## src/hdl/wsl_pkg.sv

```systemverilog
`timescale 1ns / 1ps
`default_nettype none
// ----------------------------------------------------------------------------
// wsl_pkg: shared types and constants
// Widths, register codes and structs for the windowed substring locator.
// ----------------------------------------------------------------------------
package wsl_pkg;

  localparam int PAT_MAX = 16;
  localparam longint unsigned ARRAY_DEPTH = 64'd65536;

  localparam int DATA_W    = 8;
  localparam int WORD_W    = 64;
  localparam int LEN_W     = 5;
  localparam int START_W   = 16;
  localparam int END_W     = 17;
  localparam int CFG_IDX_W = 3;

  localparam logic [END_W-1:0] LIMIT_RESET = 17'h10000;

  typedef enum logic [CFG_IDX_W-1:0] {
    REG_PATTERN_LOW    = 3'd0,
    REG_PATTERN_HIGH   = 3'd1,
    REG_PATTERN_LENGTH = 3'd2,
    REG_START_POSITION = 3'd3,
    REG_SEARCH_LIMIT   = 3'd4
  } cfg_reg_t;

  typedef struct packed {
    logic             found;
    logic [END_W-1:0] end_index;
  } result_t;

  typedef struct packed {
    logic advance;
    logic clear;
  } cell_ctrl_t;

endpackage

`default_nettype wire

```

## src/hdl/wsl_if.sv

```systemverilog
`timescale 1ns / 1ps
`default_nettype none
// ----------------------------------------------------------------------------
// wsl_if: stream channels
// Byte request channel and result channel, valid/ready handshake.
// ----------------------------------------------------------------------------
interface wsl_in_if;
  logic                       valid;
  logic                       ready;
  logic [wsl_pkg::DATA_W-1:0] data_byte;
  logic                       last_byte;

  modport source (output valid, output data_byte, output last_byte, input ready);
  modport sink   (input valid, input data_byte, input last_byte, output ready);
endinterface

interface wsl_out_if;
  logic                      valid;
  logic                      ready;
  logic                      found;
  logic [wsl_pkg::END_W-1:0] end_index;

  modport source (output valid, output found, output end_index, input ready);
  modport sink   (input valid, input found, input end_index, output ready);
endinterface

`default_nettype wire

```

## src/hdl/wsl_cell.sv

```systemverilog
`timescale 1ns / 1ps
`default_nettype none
// ----------------------------------------------------------------------------
// wsl_cell: one pattern position
// Flags that pattern bytes 0..i match the bytes ending at the current one,
// and hands the flag to the next cell for the following byte.
// ----------------------------------------------------------------------------
module wsl_cell (
  input  wire                        clk,
  input  wire                        rst,
  input  wire wsl_pkg::cell_ctrl_t   ctrl,
  input  wire [wsl_pkg::DATA_W-1:0]  data_byte,
  input  wire [wsl_pkg::DATA_W-1:0]  pat_byte,
  input  wire                        chain_in,
  output logic                       hit,
  output logic                       chain_out
);

  logic flag;

  assign hit       = chain_in && (data_byte == pat_byte);
  assign chain_out = flag;

  always_ff @(posedge clk) begin
    if (rst) begin
      flag <= 1'b0;
    end else if (ctrl.clear) begin
      flag <= 1'b0;
    end else if (ctrl.advance) begin
      flag <= hit;
    end
  end

endmodule

`default_nettype wire

```

## src/hdl/wsl_outq.sv

```systemverilog
`timescale 1ns / 1ps
`default_nettype none
// ----------------------------------------------------------------------------
// wsl_outq: two-entry result queue
// Holds results while the sink stalls so requests keep flowing.
// ----------------------------------------------------------------------------
module wsl_outq (
  input  wire                  clk,
  input  wire                  rst,
  input  wire                  push,
  input  wire wsl_pkg::result_t push_data,
  input  wire                  pop,
  output logic                 full,
  output logic                 head_valid,
  output wsl_pkg::result_t     head
);

  wsl_pkg::result_t entry [2];
  logic       wr_ptr;
  logic       rd_ptr;
  logic [1:0] count;

  assign full       = count[1];
  assign head_valid = (count != 2'd0);
  assign head       = entry[rd_ptr];

  always_ff @(posedge clk) begin
    if (push) begin
      entry[wr_ptr] <= push_data;
    end
  end

  always_ff @(posedge clk) begin
    if (rst) begin
      wr_ptr <= 1'b0;
      rd_ptr <= 1'b0;
      count  <= 2'd0;
    end else begin
      if (push) begin
        wr_ptr <= ~wr_ptr;
      end
      if (pop) begin
        rd_ptr <= ~rd_ptr;
      end
      case ({push, pop})
        2'b10:   count <= count + 2'd1;
        2'b01:   count <= count - 2'd1;
        default: count <= count;
      endcase
    end
  end

endmodule

`default_nettype wire

```

## src/hdl/windowed_substring_locate.sv

```systemverilog
`timescale 1ns / 1ps
`default_nettype none
// ----------------------------------------------------------------------------
// windowed_substring_locate: streaming first-match substring search
// Bytes arrive one per request; the run ends at the byte flagged last_byte.
// ----------------------------------------------------------------------------
// Takes one byte every cycle: a row of PAT_MAX cells, one per pattern byte,
// compares the byte against all pattern positions at once and passes
// partial-match flags down the row. At most one result is produced per run
// (found, or not-found at the last byte) and lands in a two-entry output
// queue; requests stall only while that queue is full.
// Configure only while idle.
// ----------------------------------------------------------------------------
module windowed_substring_locate #(
  parameter int              PAT_MAX     = wsl_pkg::PAT_MAX,
  parameter longint unsigned ARRAY_DEPTH = wsl_pkg::ARRAY_DEPTH
) (
  input  wire                           clk,
  input  wire                           rst,
  wsl_in_if.sink                        in_ch,
  wsl_out_if.source                     out_ch,
  input  wire                           cfg_we,
  input  wire [wsl_pkg::CFG_IDX_W-1:0]  cfg_index,
  input  wire [wsl_pkg::WORD_W-1:0]     cfg_data
);

  localparam int POS_W = $clog2(ARRAY_DEPTH + 64'd1);
  localparam int CMP_W = ((POS_W > wsl_pkg::END_W) ? POS_W : wsl_pkg::END_W) + 1;
  localparam logic [POS_W-1:0] DEPTH_POS = POS_W'(ARRAY_DEPTH);

  logic [wsl_pkg::WORD_W-1:0]  pattern_low;
  logic [wsl_pkg::WORD_W-1:0]  pattern_high;
  logic [wsl_pkg::LEN_W-1:0]   pattern_length;
  logic [wsl_pkg::START_W-1:0] start_position;
  logic [wsl_pkg::END_W-1:0]   search_limit;

  logic [POS_W-1:0] byte_position;
  logic [POS_W-1:0] byte_position_next;
  logic             answered;
  logic             answered_next;

  logic [2*wsl_pkg::WORD_W-1:0] pattern;
  logic [PAT_MAX-1:0]           hit;
  logic [PAT_MAX-1:0]           chain;
  logic [PAT_MAX-1:0]           len_sel;
  wsl_pkg::cell_ctrl_t          cell_ctrl;

  logic             in_fire;
  logic             out_fire;
  logic             q_full;
  logic             q_valid;
  wsl_pkg::result_t q_head;
  logic             res_valid;
  wsl_pkg::result_t res;

  logic [CMP_W-1:0] end_pos;
  logic [CMP_W-1:0] min_end;
  logic             pos_room;
  logic             window_hit;

  // configuration
  always_ff @(posedge clk) begin
    if (rst) begin
      pattern_low    <= '0;
      pattern_high   <= '0;
      pattern_length <= '0;
      start_position <= '0;
      search_limit   <= wsl_pkg::LIMIT_RESET;
    end else if (cfg_we) begin
      case (wsl_pkg::cfg_reg_t'(cfg_index))
        wsl_pkg::REG_PATTERN_LOW:    pattern_low    <= cfg_data;
        wsl_pkg::REG_PATTERN_HIGH:   pattern_high   <= cfg_data;
        wsl_pkg::REG_PATTERN_LENGTH: pattern_length <= cfg_data[wsl_pkg::LEN_W-1:0];
        wsl_pkg::REG_START_POSITION: start_position <= cfg_data[wsl_pkg::START_W-1:0];
        wsl_pkg::REG_SEARCH_LIMIT:   search_limit   <= cfg_data[wsl_pkg::END_W-1:0];
        default: ;
      endcase
    end
  end

  assign pattern  = {pattern_high, pattern_low};
  assign in_fire  = in_ch.valid && in_ch.ready;
  assign out_fire = out_ch.valid && out_ch.ready;

  assign cell_ctrl.advance = in_fire;
  assign cell_ctrl.clear   = in_fire && in_ch.last_byte;

  // cell row
  for (genvar i = 0; i < PAT_MAX; i++) begin : g_cell
    logic chain_in;
    if (i == 0) begin : g_head
      assign chain_in = 1'b1;
    end else begin : g_link
      assign chain_in = chain[i-1];
    end
    wsl_cell u_cell (
      .clk       (clk),
      .rst       (rst),
      .ctrl      (cell_ctrl),
      .data_byte (in_ch.data_byte),
      .pat_byte  (pattern[8*i +: 8]),
      .chain_in  (chain_in),
      .hit       (hit[i]),
      .chain_out (chain[i])
    );
    assign len_sel[i] = (pattern_length == wsl_pkg::LEN_W'(i + 1));
  end

  // lengths above PAT_MAX select no cell and never match
  assign window_hit = |(hit & len_sel);

  assign pos_room = (byte_position != DEPTH_POS);
  assign end_pos  = CMP_W'(byte_position) + CMP_W'(1);
  assign min_end  = CMP_W'(start_position) + CMP_W'(pattern_length);

  always_comb begin
    res_valid     = 1'b0;
    res.found     = 1'b0;
    res.end_index = '0;
    if (!answered) begin
      if (pattern_length == '0) begin
        res_valid     = 1'b1;
        res.found     = 1'b1;
        res.end_index = wsl_pkg::END_W'(start_position);
      end else if (search_limit == '0) begin
        res_valid = 1'b1;
      end else if (pos_room && (end_pos >= min_end) &&
                   (end_pos <= CMP_W'(search_limit)) && window_hit) begin
        res_valid     = 1'b1;
        res.found     = 1'b1;
        res.end_index = end_pos[wsl_pkg::END_W-1:0];
      end
    end
    if (in_ch.last_byte && !answered && !res_valid) begin
      res_valid = 1'b1;
    end
  end

  always_comb begin
    answered_next      = answered;
    byte_position_next = byte_position;
    if (in_fire) begin
      if (in_ch.last_byte) begin
        answered_next      = 1'b0;
        byte_position_next = '0;
      end else begin
        answered_next = answered || res_valid;
        if (pos_room) begin
          byte_position_next = byte_position + POS_W'(1);
        end
      end
    end
  end

  always_ff @(posedge clk) begin
    if (rst) begin
      answered      <= 1'b0;
      byte_position <= '0;
    end else begin
      answered      <= answered_next;
      byte_position <= byte_position_next;
    end
  end

  wsl_outq u_outq (
    .clk        (clk),
    .rst        (rst),
    .push       (in_fire && res_valid),
    .push_data  (res),
    .pop        (out_fire),
    .full       (q_full),
    .head_valid (q_valid),
    .head       (q_head)
  );

  assign in_ch.ready      = !q_full;
  assign out_ch.valid     = q_valid;
  assign out_ch.found     = q_head.found;
  assign out_ch.end_index = q_head.end_index;

endmodule

`default_nettype wire

```

## src/flat_wrapper.sv

```systemverilog
// flat-port wrapper written by rule: the top's interface ports become plain ports
module windowed_substring_locate_flat 
#(
  parameter int              PAT_MAX     = wsl_pkg::PAT_MAX,
  parameter longint unsigned ARRAY_DEPTH = wsl_pkg::ARRAY_DEPTH
)
  (clk, rst, cfg_we, cfg_index, cfg_data, in_ch_valid, in_ch_data_byte, in_ch_last_byte, in_ch_ready, out_ch_valid, out_ch_found, out_ch_end_index, out_ch_ready);
  wsl_in_if in_ch_i ();
  wsl_out_if out_ch_i ();
  input  wire clk;
  input  wire rst;
  input  wire cfg_we;
  input  wire [wsl_pkg::CFG_IDX_W-1:0] cfg_index;
  input  wire [wsl_pkg::WORD_W-1:0] cfg_data;
  input wire logic [$bits(in_ch_i.valid)-1:0] in_ch_valid;
  input wire logic [$bits(in_ch_i.data_byte)-1:0] in_ch_data_byte;
  input wire logic [$bits(in_ch_i.last_byte)-1:0] in_ch_last_byte;
  output wire logic [$bits(in_ch_i.ready)-1:0] in_ch_ready;
  output wire logic [$bits(out_ch_i.valid)-1:0] out_ch_valid;
  output wire logic [$bits(out_ch_i.found)-1:0] out_ch_found;
  output wire logic [$bits(out_ch_i.end_index)-1:0] out_ch_end_index;
  input wire logic [$bits(out_ch_i.ready)-1:0] out_ch_ready;
  assign in_ch_i.valid = in_ch_valid;
  assign in_ch_i.data_byte = in_ch_data_byte;
  assign in_ch_i.last_byte = in_ch_last_byte;
  assign in_ch_ready = in_ch_i.ready;
  assign out_ch_valid = out_ch_i.valid;
  assign out_ch_found = out_ch_i.found;
  assign out_ch_end_index = out_ch_i.end_index;
  assign out_ch_i.ready = out_ch_ready;
  windowed_substring_locate #(.PAT_MAX(PAT_MAX), .ARRAY_DEPTH(ARRAY_DEPTH)) u_core (.clk(clk), .rst(rst), .in_ch(in_ch_i), .out_ch(out_ch_i), .cfg_we(cfg_we), .cfg_index(cfg_index), .cfg_data(cfg_data));
endmodule
```

## config.mk

```make
export PLATFORM = sky130hd
export DESIGN_NAME = windowed_substring_locate_flat
export DESIGN_NICKNAME = d
export VERILOG_FILES = /design/src/hdl/wsl_pkg.sv /design/src/hdl/wsl_if.sv /design/src/hdl/wsl_cell.sv /design/src/hdl/wsl_outq.sv /design/src/hdl/windowed_substring_locate.sv /design/src/flat_wrapper.sv
export SDC_FILE = /design/constraint.sdc
export NUM_CORES = 1
export LEC_CHECK = 0
export ABC_AREA = 0
export BUFFER_PORTS_ARGS = -buffer_cell sky130_fd_sc_hd__buf_2
export CELL_PAD_IN_SITES_DETAIL_PLACEMENT = 0
export CELL_PAD_IN_SITES_GLOBAL_PLACEMENT = 1
export CORE_MARGIN = 4
export CORE_UTILIZATION = 46
export CTS_BUF_LIST = sky130_fd_sc_hd__clkbuf_4 sky130_fd_sc_hd__clkbuf_8 sky130_fd_sc_hd__clkbuf_16
export DETAILED_ROUTE_END_ITERATION = 10
export PLACE_DENSITY = 0.9
export SLEW_MARGIN = 20
export SYNTH_ARGS = -nofsm -noshare
export SYNTH_HDL_FRONTEND = slang
export SYNTH_HIERARCHICAL = 1
export SYNTH_SLANG_ARGS = --single-unit
```

## constraint.sdc

```tcl
create_clock -name clk -period 5.58 [get_ports clk]
set_clock_uncertainty 0.1 [all_clocks]
set_input_delay 0.558 -clock clk [delete_from_list [all_inputs] [get_ports clk]]
set_output_delay 0.558 -clock clk [all_outputs]
set_load 0.02 [all_outputs]
```

**Yosys cells after proc, flatten, opt, wreduce, memory -nomap -nowiden**

Memory sizes are Yosys's and may differ from the RTL's. A register that Yosys moved wholly into a read port is not among the register bits.
Cells that the tools add are included.

- Memories kept: 1
- Bits in writable memories: 36
- Word-level logic and storage cells: 134
- Register bits: 203

Memory list:

| name | words | bits a word | rd ports | clocked after memory_dff | wr ports | RTL line | source |
|---|---|---|---|---|---|---|---|
| u_core.u_outq.entry | 2 | 18 | 1 | 1 | 1 | wsl_outq.sv:18 | `wsl_pkg::result_t entry [2];` |

- Magnitude comparators: 2
- Reduce and logical (&&, ||, !) cells: 42
- Mux-type cells: 17
- Bitwise logic cells: 3
- Add/subtract/negate cells: 5
- Eq/ne operators: 39

Operators with widths:

| cell | count |
|---|---|
| $eq A8 B8 Y1 | 16 |
| $mux W18 | 4 |
| $eq A5 B4 Y1 const B | 8 |
| $mux W17 | 2 |
| $logic_and A1 B1 Y1 | 24 |
| $eq A5 B3 Y1 const B | 4 |
| $add A17 B1 Y18 const B | 1 |
| $ge A18 B18 Y1 | 1 |
| $le A18 B17 Y1 | 1 |
| $add A16 B5 Y17 | 1 |
| $add A17 B1 Y17 const B | 1 |
| $logic_not A17 Y1 | 1 |
| $ne A17 B17 Y1 const B | 1 |
| $and A16 B16 Y16 | 1 |
| $reduce_or A16 Y1 | 1 |
| $reduce_and A2 Y1 | 6 |
| $eq A5 B2 Y1 const B | 2 |
| $mux W1 | 10 |
| $eq A3 B2 Y1 const B | 2 |
| $reduce_bool A2 Y1 | 3 |
| $eq A5 B1 Y1 const B | 1 |
| $eq A5 B5 Y1 const B | 1 |
| $logic_not A5 Y1 | 1 |
| $pmux W2 S2 | 1 |
| 11 further kinds | 14 |

**Depth between registers and ports, before layout**

Gate-level depths: netlist (run 1).

- Depth after elaboration: 15
- Depth in mapped cells: 21

**Hierarchy**

The synthesis (run 1) kept the hierarchy.

By module, submodules not included:

| module | cells each | area each (sq um) | times used |
|---|---|---|---|
| windowed_substring_locate | 1,081 | 8,368.0 | 1 |
| wsl_cell | 18 | 153.9 | 16 |
| wsl_outq | 77 | 1,495.2 | 1 |

**Least setup slack after synthesis (run 1)**

Ideal clock, no wire load.

- Path type: register to register
- From: register u_core/pattern_length[1] (netlist name)
- To: memory u_core/u_outq/entry[0][0] (netlist name), enable pin
- Period minus slack after synthesis: 4.587 ns
- Setup slack: 0.993 ns
- Required time: 5.088 ns
- Cell stages (with the launch flop): 19
- Data arrival time: 4.095 ns
- Path through: dfxtp_1 -> buf_6 -> inv_1 -> fa_1 -> nor2b_1 -> o21a_1 -> o21ai_0 -> a21oi_1 -> nand2_1 -> xor2_1 -> ha_1 -> nand4_1 -> o41ai_1 -> a21oi_1 -> o311ai_1 -> a311oi_1 -> nor3_1 -> inv_1 -> nor2_1

- Word-level cells in the longest chain between the ends: 15
- Elaborated cells between the ends (all ways): 34

RTL lines:

| item | RTL line | source |
|---|---|---|
| from (decl) | windowed_substring_locate.sv:33 | `logic [wsl_pkg::LEN_W-1:0] pattern_length;` |
| from (signal assigned) | windowed_substring_locate.sv:73 | `wsl_pkg::REG_PATTERN_LENGTH: pattern_length <= cfg_data[wsl_pkg::LEN_W-1:0];` |
| $add A16 B5 Y17 | windowed_substring_locate.sv:114 | `assign min_end = CMP_W'(start_position) + CMP_W'(pattern_length);` |
| $ge A18 B18 Y1 | windowed_substring_locate.sv:127 | `end else if (pos_room && (end_pos >= min_end) &&` |
| $logic_and A1 B1 Y1 (2 in series) | windowed_substring_locate.sv:127 |  |
| $logic_and A1 B1 Y1 | windowed_substring_locate.sv:128 | `(end_pos <= CMP_W'(search_limit)) && window_hit) begin` |
| $mux W1 | windowed_substring_locate.sv:127 |  |
| $mux W1 | windowed_substring_locate.sv:125 | `end else if (search_limit == '0) begin` |
| $mux W1 (*) | windowed_substring_locate.sv:121 | `if (pattern_length == '0) begin` |
| $mux W1 (*) | windowed_substring_locate.sv:120 | `if (!answered) begin` |
| $logic_not A1 Y1 | windowed_substring_locate.sv:134 | `if (in_ch.last_byte && !answered && !res_valid) begin` |
| $logic_and A1 B1 Y1 | windowed_substring_locate.sv:134 |  |
| $mux W1 (*) | windowed_substring_locate.sv:134 |  |
| $logic_and A1 B1 Y1 (*) | windowed_substring_locate.sv:168 | `.push (in_fire && res_valid),` |
| $mux W1 (*) | wsl_outq.sv:28 | `if (push) begin` |
| $mux W1 (implied by the code) (*) | wsl_outq.sv:29 | `entry[wr_ptr] <= push_data;` |
| to (decl) | wsl_outq.sv:18 |  |

Mark *: on every way between the ends. The rest lies on a longest branch, timed or not.

**Final worst setup path (run 1)**

- From: register u_core/pattern_length[0] (netlist name)
- To: register u_core.u_outq.count[1]

- Word-level cells in the longest chain between the ends: 15
- Elaborated cells between the ends (all ways): 36

RTL lines:

| item | RTL line | source |
|---|---|---|
| $add A16 B5 Y17 | windowed_substring_locate.sv:114 |  |
| $ge A18 B18 Y1 | windowed_substring_locate.sv:127 |  |
| $logic_and A1 B1 Y1 (2 in series) | windowed_substring_locate.sv:127 |  |
| $logic_and A1 B1 Y1 | windowed_substring_locate.sv:128 |  |
| $mux W1 | windowed_substring_locate.sv:127 |  |
| $mux W1 | windowed_substring_locate.sv:125 |  |
| $mux W1 (*) | windowed_substring_locate.sv:121 |  |
| $mux W1 (*) | windowed_substring_locate.sv:120 |  |
| $logic_not A1 Y1 | windowed_substring_locate.sv:134 |  |
| $logic_and A1 B1 Y1 | windowed_substring_locate.sv:134 |  |
| $mux W1 (*) | windowed_substring_locate.sv:134 |  |
| $logic_and A1 B1 Y1 (*) | windowed_substring_locate.sv:168 |  |
| $eq A2 B1 Y1 / $eq A2 B2 Y1 (equally long branches) | wsl_outq.sv:45 | `case ({push, pop})` |
| $pmux W2 S2 / $reduce_bool A2 Y1 (equally long branches) | - |  |
| to (signal assigned) | wsl_outq.sv:46 | `2'b10: count <= count + 2'd1;` |
| to (signal assigned) | wsl_outq.sv:47 | `2'b01: count <= count - 2'd1;` |
| to (signal assigned) | wsl_outq.sv:48 | `default: count <= count;` |
| to (decl) | wsl_outq.sv:21 | `logic [1:0] count;` |

Marks and branches as above.
A chain may end at the register's enable or synchronous reset.

==> reports/qor.yml, run 1 <==
clock_tree:
  cts_resized: 0
  cts.hold.buffers_added: 0
  clk_path_buf_depth: 3
  post_cts_buffers: 0
  cts_htree_levels: 1
  path_clk_slew_ns: 0.06
  cts-root-buf: "clkbuf_16"
  clk_latency_ns: 0.53
  cts_tree: "yes"
  cts_buffers: 26
  cts.sinks: 240
power:
  powerDensity_nw_per_um2: 315.8
  finalPower_uw: 4380
  max-vdd-ir-drop_v: 0.0002023
  leakage_uw: 0.004924
floorplan:
  dieArea_um2: 29330
  initial_core_util: 0.4692
  pin_count: 101
  die_h_um: 171.3
  row_count: 59
  fp.dieW_um: 171.3
  core_area_um2: 26130
timing:
  hold_viol_final: 0
  finalHoldWorstSlack_ns: 0.1682
  fmax_mhz: 199.4
  max-slew-margin-rel: 0.3543
  fin_crit_ns: 5.014
  rsz0062_at_grt: "false"
  fin_crit_sh: 0.8986
  worst_pin_slew_ns: 0.9685
  setup_viol: 0
  setup_tns_ns: 0
  final_max_slew_viol_count: 0
worst_setup_path:
  critPathKind: "reg2reg"
  crit_path_start_kind: "flip-flop"
  cp.depth: 20
  crit_chain: "ha_1 -> inv_1 -> fa_1 -> nor2b_1 -> o21a_1 -> o21ai_0 -> a21oi_1 -> nand2_1 -> xor2_1 -> ha_1 -> nand4_1 -> o41ai_1 -> a21oi_1 -> o311ai_1 -> a311oi_1 -> nor3_1 -> inv_1 -> ha_1 -> or3_1 -> a21oi_1"
  worst_r2r_path_depth: 20
  crit_arrival_ns: 5.38
  r2r_slack_ns: 0.57
  cp.buffers_inverters: 2
  critical_path.max_stage_delay_ns: 0.52
  required_ns: 5.94
  endpoint_kind: "flip-flop"
  path_max_fanout: 10
  path_delay_family: "compound AO/OA/AOI/OAI gates"
  cpMaxStageDelayCell: "dfxtp_1"
grt:
  grt_max_degree: 107
  first_global_vias: 9627
  grt_pass1_wl_um: 51330
  grt-ovfl-total: 0
  grt_antenna_before_repair: 1
  grt_util_all_layers: 0.2154
routing:
  vias: 10195
  routedWlPerCell_um: 17.33
  ant_nets: 0
  drt-total-wl_um: 32370
  drcViolationCount: 0
  drtIter0Drc: 727
  drt_pass1_iterations: 5
  via_per_inst: 5.458
yosys:
  syn_avg_cell_area_um2: 8.515
  yosysWarnings: 6
  synth_area_um2: 12260
  syn_nets: 1564
  synth_cells: 1440
cells_and_area:
  finalNonFillerCells: 1868
  fillerInstances: 2485
  nets: 1635
  drive_gt1_frac: 0.1404
  area_delta_synth_final_pct: 13.11
  final_util: 0.5307
worst_hold_path:
  whs_path_depth: 3
  hp-class: "in2reg"
flow_run:
  maxCapViolCount: 0
status:
  status: "complete, no violations"
placement:
  io_buffers: 100
  place_congestion: 0.8804
  dp_hpwl_um: 21950
  dpl.cell_count: 1818
-- cell usage in the layout (no fill, tap or decap), types with 23 or more instances in the layout --
cell,n
inv_1,32
clkbuf_16,27
ha_1,42
edfxtp_1,36
nand4_1,30
nand2_1,344
dfxtp_1,204
a21oi_1,198
buf_2,99
nor4_1,24
nand3b_1,23
nor2_1,64
xor2_1,63
xnor2_1,82
-- stage by stage --
step | setup slack (ns) | area, um2
6_report | 0.5657 | 13870
5_1_grt | 0.07665 | 13860
4_1_cts | 0.6448 | 13860
3_5_place_dp | 0.6662 | 12980
3_3_place_gp | 0.7051 | 12980
2_1_floorplan | 0.9930 | 12260
-- metal layers --
metal	routed length [um]	global-route usage
met1	14780	0.2961
met2	15280	0.3639
met3	1565	0.02597
met4	733	0.05236
met5	13	0
-- final timing paths --
| check | start | end |
|---|---|---|
| worst max-delay path | u_core/pattern_length[0] | u_core/u_outq/count[1] |
| worst min-delay path | cfg_data[63] | u_core/pattern_low[63] |
| worst max register to register | u_core/pattern_length[0] | u_core/u_outq/count[1] |
| worst min register to register | u_core/pattern_high[56] | u_core/pattern_high[56] |
-- power breakdown --
part | switching, uW | internal (uW) | total (uW)
Sequential | 63.2 | 1850 | 1910
Combinational | 445 | 270 | 715
Clock | 695 | 1050 | 1750
-- worst register-to-register path, delay by kind of cell, from the launching register on --
family	cells	cell delay (ns)
AND/OR/NAND/NOR	5	1.07
flip-flops	1	0.52
XOR/XNOR	1	0.17
buffers and inverters	2	0.16
AO/OA/AOI/OAI	8	1.66
adder cells (fa/ha/maj)	4	1.28
-- cell type report --
class	count	area, um2	share of cell area
Sequential cell	240	5165	0.3724
Clock inverter	11	102.6	0.007397
Antenna cell	2	5.005	0.0003608
Inverter	49	183.9	0.01326
Multi-Input combinational cell	1085	6644	0.4790
Timing Repair Buffer	109	574.3	0.04141
Tap cell	335	419.2	0.03022
Clock buffer	37	775.7	0.05593
-- state kept, by name, summed over array words and instances (netlist names), named ones only --
register	count
u_core/u_outq/entry	36
u_core/g_cell.u_cell/chain_out	15
u_core/byte_position	17
u_core/start_position	16
u_core/pattern_length	5
u_core/search_limit	17
u_core/pattern_high	64
u_core/pattern_low	64
u_core/u_outq/wr_ptr	1
u_core/u_outq/rd_ptr	1
u_core/u_outq/count	2
u_core/answered	1
No activity file was read; power rests on OpenSTA's default activity.
==> run 2, diff against run 1 <==
--- a/config.mk
+++ b/config.mk
@@ -14,6 +14,7 @@
 export CTS_BUF_LIST = sky130_fd_sc_hd__clkbuf_4 sky130_fd_sc_hd__clkbuf_8 sky130_fd_sc_hd__clkbuf_16
 export DETAILED_ROUTE_END_ITERATION = 10
 export PLACE_DENSITY = 0.9
+export RECOVER_POWER = 100
 export SLEW_MARGIN = 20
 export SYNTH_ARGS = -nofsm -noshare
 export SYNTH_HDL_FRONTEND = slang
==> reports/qor.yml, run 2 (synthesis gave the netlist of run 1 again) <==
clock_tree:
  cts_resized: 0  # unchanged
  cts.hold.buffers_added: 0  # unchanged
  clk_path_buf_depth: 3  # unchanged
  cts_htree_levels: 1  # unchanged
  post_cts_buffers: 0  # unchanged
  cts.sinks: 240  # unchanged
  cts_tree: "yes"
  cts-root-buf: "clkbuf_16"
  clk_latency_ns: 0.54  # about the same
  cts_buffers: 26  # unchanged
  path_clk_slew_ns: 0.06  # about the same
timing:
  setup_tns_ns: 0  # unchanged
  max-slew-margin-rel: -0.8157  # -1.170
  fmax_mhz: 197.7  # -0.85%
  hold_viol_final: 0  # unchanged
  setup_viol: 0  # unchanged
  final_max_slew_viol_count: 383  # +383
  finalWorstSetupSlack_ns: 0.5225  # -0.04316 ns
  worst_pin_slew_ns: 2.723  # +1.755 ns
  rsz0062_at_grt: "false"
  fin_crit_sh: 0.9064  # +0.007735
  fin_crit_ns: 5.057  # +0.04316 ns
cells_and_area:
  final_common_cell: "nand2_1"
  reg_top3: "u_core/pattern_high: 64 flops, u_core/pattern_low: 64 flops, u_core/u_outq/entry: 36 flops"
  final_util: 0.5283  # -0.002394
  mostFrequentLayoutCells: "344 x nand2_1, 204 x dfxtp_1, 198 x a21oi_1, 82 x xnor2_1, 78 x buf_2"
  drive_gt1_frac: 0.1221  # -0.01829
  fillerInstances: 2508  # +0.93%
  finalNonFillerCells: 1868  # unchanged
  nets: 1635  # unchanged
  area_delta_synth_final_pct: 12.60
worst_setup_path:
  r2r_slack_ns: 0.52  # -0.04 ns
  crit_arrival_ns: 5.39  # about the same
  path_max_fanout: 10  # unchanged
  worst_r2r_path_depth: 20  # unchanged
  crit_path_start_kind: "flip-flop"
  endpoint_kind: "flip-flop"
  required_ns: 5.91  # -0.03 ns
  critPathKind: "reg2reg"
power:
  leakage_uw: 0.004845  # -1.6%
  finalPower_uw: 4372  # -0.18%
  max-vdd-ir-drop_v: 0.0002030  # +0.33%
  powerDensity_nw_per_um2: 316.6  # +0.27%
placement:
  place_congestion: 0.8804  # unchanged
  io_buffers: 100  # unchanged
  dp_slack_ns: 0.6662  # unchanged
  dp_hpwl_um: 21950  # unchanged
  dpl.cell_count: 1818  # unchanged
floorplan:
  initial_core_util: 0.4692  # unchanged
  dieArea_um2: 29330  # unchanged
  fp.dieW_um: 171.3  # unchanged
  core_area_um2: 26130  # unchanged
  pin_count: 101  # unchanged
  row_count: 59  # unchanged
  die_h_um: 171.3  # unchanged
routing:
  ant_nets: 0  # unchanged
  drt-total-wl_um: 32450  # +0.26%
  drt_pass1_iterations: 5  # unchanged
  vias: 10174  # -0.21%
  routedWlPerCell_um: 17.37  # +0.26%
  drtIter0Drc: 695  # -4.4%
  drcViolationCount: 0  # unchanged
  via_per_inst: 5.446  # -0.21%
grt:
  grt-ovfl-total: 0  # unchanged
  grt_antenna_before_repair: 1  # unchanged
  grt_max_degree: 107  # unchanged
  grt_pass1_wl_um: 51330  # unchanged
  first_global_vias: 9627  # unchanged
  met1_usage: 0.2961  # unchanged
  grt_util_all_layers: 0.2154  # unchanged
  grtUsageMet3: 0.02597  # unchanged
  met2_usage: 0.3639  # unchanged
  grt.busiest_layer: "met2"
flow_run:
  maxCapViolCount: 8  # +8
status:
  violations: "max-capacitance violations, max-slew violations"
  status: "finished, violations left"
worst_hold_path:
  hp-class: "in2reg"
  whs_path_depth: 3  # unchanged
[run 2: changes by cell type in the layout (fill, tap and decap cells not counted), moves of 3 or more]
cell and delta:
clkbuf_1 +25, buf_2 -21, o21ai_0 +14, o21ai_1 -13, buf_4 -7, and2_0 +4
clkbuf_2 +4, and2_1 -3
[run 2: critical path, stage by stage, from the launching register on]
cell      delay [ns]
dfxtp_1         0.52
ha_1            0.23
inv_1           0.05
fa_1            0.40
nor2b_1         0.13
o21a_1          0.14
o21ai_0         0.11
a21oi_1         0.44
nand2_1         0.13
xor2_1          0.17
ha_1            0.30
nand4_1         0.13
o41ai_1         0.40
a21oi_1         0.13
o311ai_1        0.15
a311oi_1        0.17
nor3_1          0.32
inv_1           0.11
ha_1            0.35
or3_1           0.36
a21oi_1         0.14
[run 2: final timing paths]
kind / startpoint / to
worst max-delay path: u_core/pattern_length[0] / u_core/u_outq/count[1]
worst min-delay path: cfg_data[63] / u_core/pattern_low[63]
worst max register to register: u_core/pattern_length[0] / u_core/u_outq/count[1]
worst min register to register: u_core/pattern_high[56] / u_core/pattern_high[56]
[run 2: metrics by stage]
stage	hold WS [ns]	instance area, um2
5_1_grt	0.1605	13800
2_1_floorplan	0.3481	12260
3_3_place_gp	0.3534	12980
3_5_place_dp	0.3583	12980
6_report	0.1659	13810
4_1_cts	0.1510	13860
[run 2: area by class of cell]
cell class                      instances  area [um2]  share of cell area
Antenna cell                            2       5.005           0.0003625
Timing Repair Buffer                  109       519.2             0.03761
Clock inverter                         11       102.6            0.007431
Tap cell                              335       419.2             0.03036
Sequential cell                       240        5165              0.3741
Clock buffer                           37       775.7             0.05618
Multi-Input combinational cell       1085        6636              0.4807
Inverter                               49       183.9             0.01332
[run 2: per-layer routing]
layer / part of all wire / routed length, um / vias to the layer above
met5: 0.00040 / 13 / -
met4: 0.022 / 710 / 2
met3: 0.043 / 1410 / 48
met2: 0.47 / 15240 / 233
met1: 0.46 / 15080 / 4795
li1: - / - / 5096
[run 2: power breakdown]
part           switching, uW  internal (uW)
sequential              63.4           1850
combinational            448            256
clock                    696           1050
total                   1210           3160
==> run 3, diff against run 2 <==
--- a/config.mk
+++ b/config.mk
@@ -11,7 +11,7 @@
 export CELL_PAD_IN_SITES_GLOBAL_PLACEMENT = 1
 export CORE_MARGIN = 4
 export CORE_UTILIZATION = 46
-export CTS_BUF_LIST = sky130_fd_sc_hd__clkbuf_4 sky130_fd_sc_hd__clkbuf_8 sky130_fd_sc_hd__clkbuf_16
+export CTS_BUF_LIST = sky130_fd_sc_hd__clkbuf_16
 export DETAILED_ROUTE_END_ITERATION = 10
 export PLACE_DENSITY = 0.9
 export RECOVER_POWER = 100
==> reports/qor.yml, run 3 (synthesis gave the netlist of run 1 again) <==
cells_and_area:
  mostFrequentLayoutCells: "344 x nand2_1, 204 x dfxtp_1, 198 x a21oi_1, 82 x xnor2_1, 78 x buf_2"
  reg_top3: "u_core/pattern_high: 64 flops, u_core/pattern_low: 64 flops, u_core/u_outq/entry: 36 flops"
  fillerInstances: 2528  # +0.80%
  nets: 1635  # unchanged
  final_common_cell: "nand2_1"
  regArea_um2: 5165  # unchanged
  drive_gt1_frac: 0.1156  # -0.006532
  multiInputGateArea_um2: 6636  # unchanged
  area_delta_synth_final_pct: 12.07
status:
  status: "finished, violations left"
  violations: "max-capacitance violations, max-slew violations"
routing:
  drt_pass1_iterations: 5  # unchanged
  vias: 10185  # +0.11%
  drt-total-wl_um: 32450  # about the same
  drtIter0Drc: 737  # +6.0%
  routedWlPerCell_um: 17.38  # about the same
  drcViolationCount: 0  # unchanged
  via_per_inst: 5.455  # +0.16%
  ant_nets: 0  # unchanged
flow_run:
  maxCapViolCount: 8  # unchanged
grt:
  first_global_vias: 9646  # +0.20%
  grt_max_degree: 107  # unchanged
  grt-ovfl-total: 0  # unchanged
  grt_antenna_before_repair: 1  # unchanged
  grt_util_all_layers: 0.2153  # about the same
  grt_pass1_wl_um: 51270  # -0.11%
clock_tree:
  clk_latency_ns: 0.53  # about the same
  cts_htree_levels: 1  # unchanged
  cts.hold.buffers_added: 0  # unchanged
  post_cts_buffers: 0  # unchanged
  cts-root-buf: "clkbuf_16"
  cts.sinks: 240  # unchanged
  cts_buffers: 26  # unchanged
  cts_tree: "yes"
  path_clk_slew_ns: 0.06  # about the same
  cts_resized: 0  # unchanged
  clk_path_buf_depth: 3  # unchanged
floorplan:
  row_count: 59  # unchanged
  pin_count: 101  # unchanged
  fp.dieW_um: 171.3  # unchanged
  die_h_um: 171.3  # unchanged
  core_area_um2: 26130  # unchanged
  dieArea_um2: 29330  # unchanged
  initial_core_util: 0.4692  # unchanged
power:
  switching_power_uw: 1203  # -0.44%
  p_int_uw: 3068  # -3.0%
  seq_power_share: 0.449  # +0.011
  swShare: 0.2816  # +0.005279
  leakage_uw: 0.004827  # -0.37%
  max-vdd-ir-drop_v: 0.0002005  # -1.2%
  powerDensity_nw_per_um2: 310.8  # -1.8%
  power_frac_clock: 0.386  # -0.015
  power_frac_comb: 0.165  # +0.004
timing:
  final_max_slew_viol_count: 383  # unchanged
  setup_viol: 0  # unchanged
  hold_viol_final: 0  # unchanged
  fin_crit_sh: 0.9075  # +0.001117
  max-slew-margin-rel: -0.7995  # +0.01618
  worst_pin_slew_ns: 2.699  # -0.02427 ns
  fmax_mhz: 197.5  # -0.12%
  rsz0062_at_grt: "false"
  fin_crit_ns: 5.064  # +0.006235 ns
  finalHoldWorstSlack_ns: 0.1678  # +0.001859 ns
  setup_tns_ns: 0  # unchanged
worst_setup_path:
  path_max_fanout: 10  # unchanged
  cpMaxStageDelayCell: "dfxtp_1"
  cp.buffers_inverters: 2  # unchanged
  crit_arrival_ns: 5.40  # about the same
  required_ns: 5.91  # about the same
  critPathKind: "reg2reg"
  crit_path_start_kind: "flip-flop"
  critical_path.max_stage_delay_ns: 0.51  # about the same
  crit_chain: "ha_1 -> inv_1 -> fa_1 -> nor2b_1 -> o21a_1 -> o21ai_0 -> a21oi_1 -> nand2_1 -> xor2_1 -> ha_1 -> nand4_1 -> o41ai_1 -> a21oi_1 -> o311ai_1 -> a311oi_1 -> nor3_1 -> inv_1 -> ha_1 -> or3_1 -> a21oi_1"
  path_delay_family: "compound AO/OA/AOI/OAI gates"
  endpoint_kind: "flip-flop"
placement:
  place_congestion: 0.8804  # unchanged
  io_buffers: 100  # unchanged
  dp_hpwl_um: 21950  # unchanged
worst_hold_path:
  hp-class: "in2reg"
[run 3: cell types whose count changed in the layout (fill, tap and decap cells not counted), sizes merged]
cell and change:
inv +6, diode -1, clkbuf -10, clkinv +4
[run 3: path summary, 6_finish.rpt]
path / startpoint / cells after the start / slack (ns) / end
worst min-delay path: cfg_data[63] / 3 / 0.17 / u_core/pattern_low[63]
worst min register to register: u_core/pattern_high[56] / 2 / 0.37 / u_core/pattern_high[56]
worst max register to register: u_core/pattern_length[0] / 20 / 0.52 / u_core/u_outq/count[1]
worst max-delay path: u_core/pattern_length[0] / 20 / 0.52 / u_core/u_outq/count[1]
[run 3: through the flow]
stage	util	instance area, um2	instances	setup slack (ns)	total power, uW
after CTS	0.5280	13800	1866	0.6388	4315
after floorplan	-	12260	1440	0.9930	2450
after global routing	0.5258	13740	1866	0.06368	4444
final	0.5259	13740	1867	0.5163	4271
after global placement	0.4967	12980	1818	0.7051	2651
after detailed placement	0.4968	12980	1818	0.6662	2667
[run 3: power by group through the flow]
| stage | Combinational [uW] | Clock, uW | Sequential (uW) |
|---|---|---|---|
| 5_1_grt | 766 | 1750 | 1930 |
| 3_3_place_gp | 704 | 0 | 1950 |
| 6_report | 706 | 1650 | 1920 |
| 3_5_place_dp | 713 | 0 | 1950 |
| 4_1_cts | 718 | 1680 | 1920 |
| 2_1_floorplan | 529 | 0 | 1920 |
[run 3: tightest hold or removal path: cells and delay by family]
kind                   cells  cell delay [ns]
AOI/OAI and AO/OA          1             0.05
buffers and inverters      1             0.10
and+or+nand+nor            1             0.05
[run 3: cell type report]
cell class,count,area share
tap,335,0.03050
timing repair buffer,109,0.03779
clock buffer,27,0.04917
antenna,1,0.0001821
multi-input combinational,1085,0.4829
clock inverter,21,0.01020
sequential,240,0.3759
inverter,49,0.01338
[run 3: metal layers]
metal,GRT usage,share of wire,vias to the layer above
li1,-,-,5099
met1,0.2950,0.46,4792
met5,0,0.00040,-
met3,0.02597,0.052,49
met4,0.05202,0.021,2
met2,0.3650,0.47,243
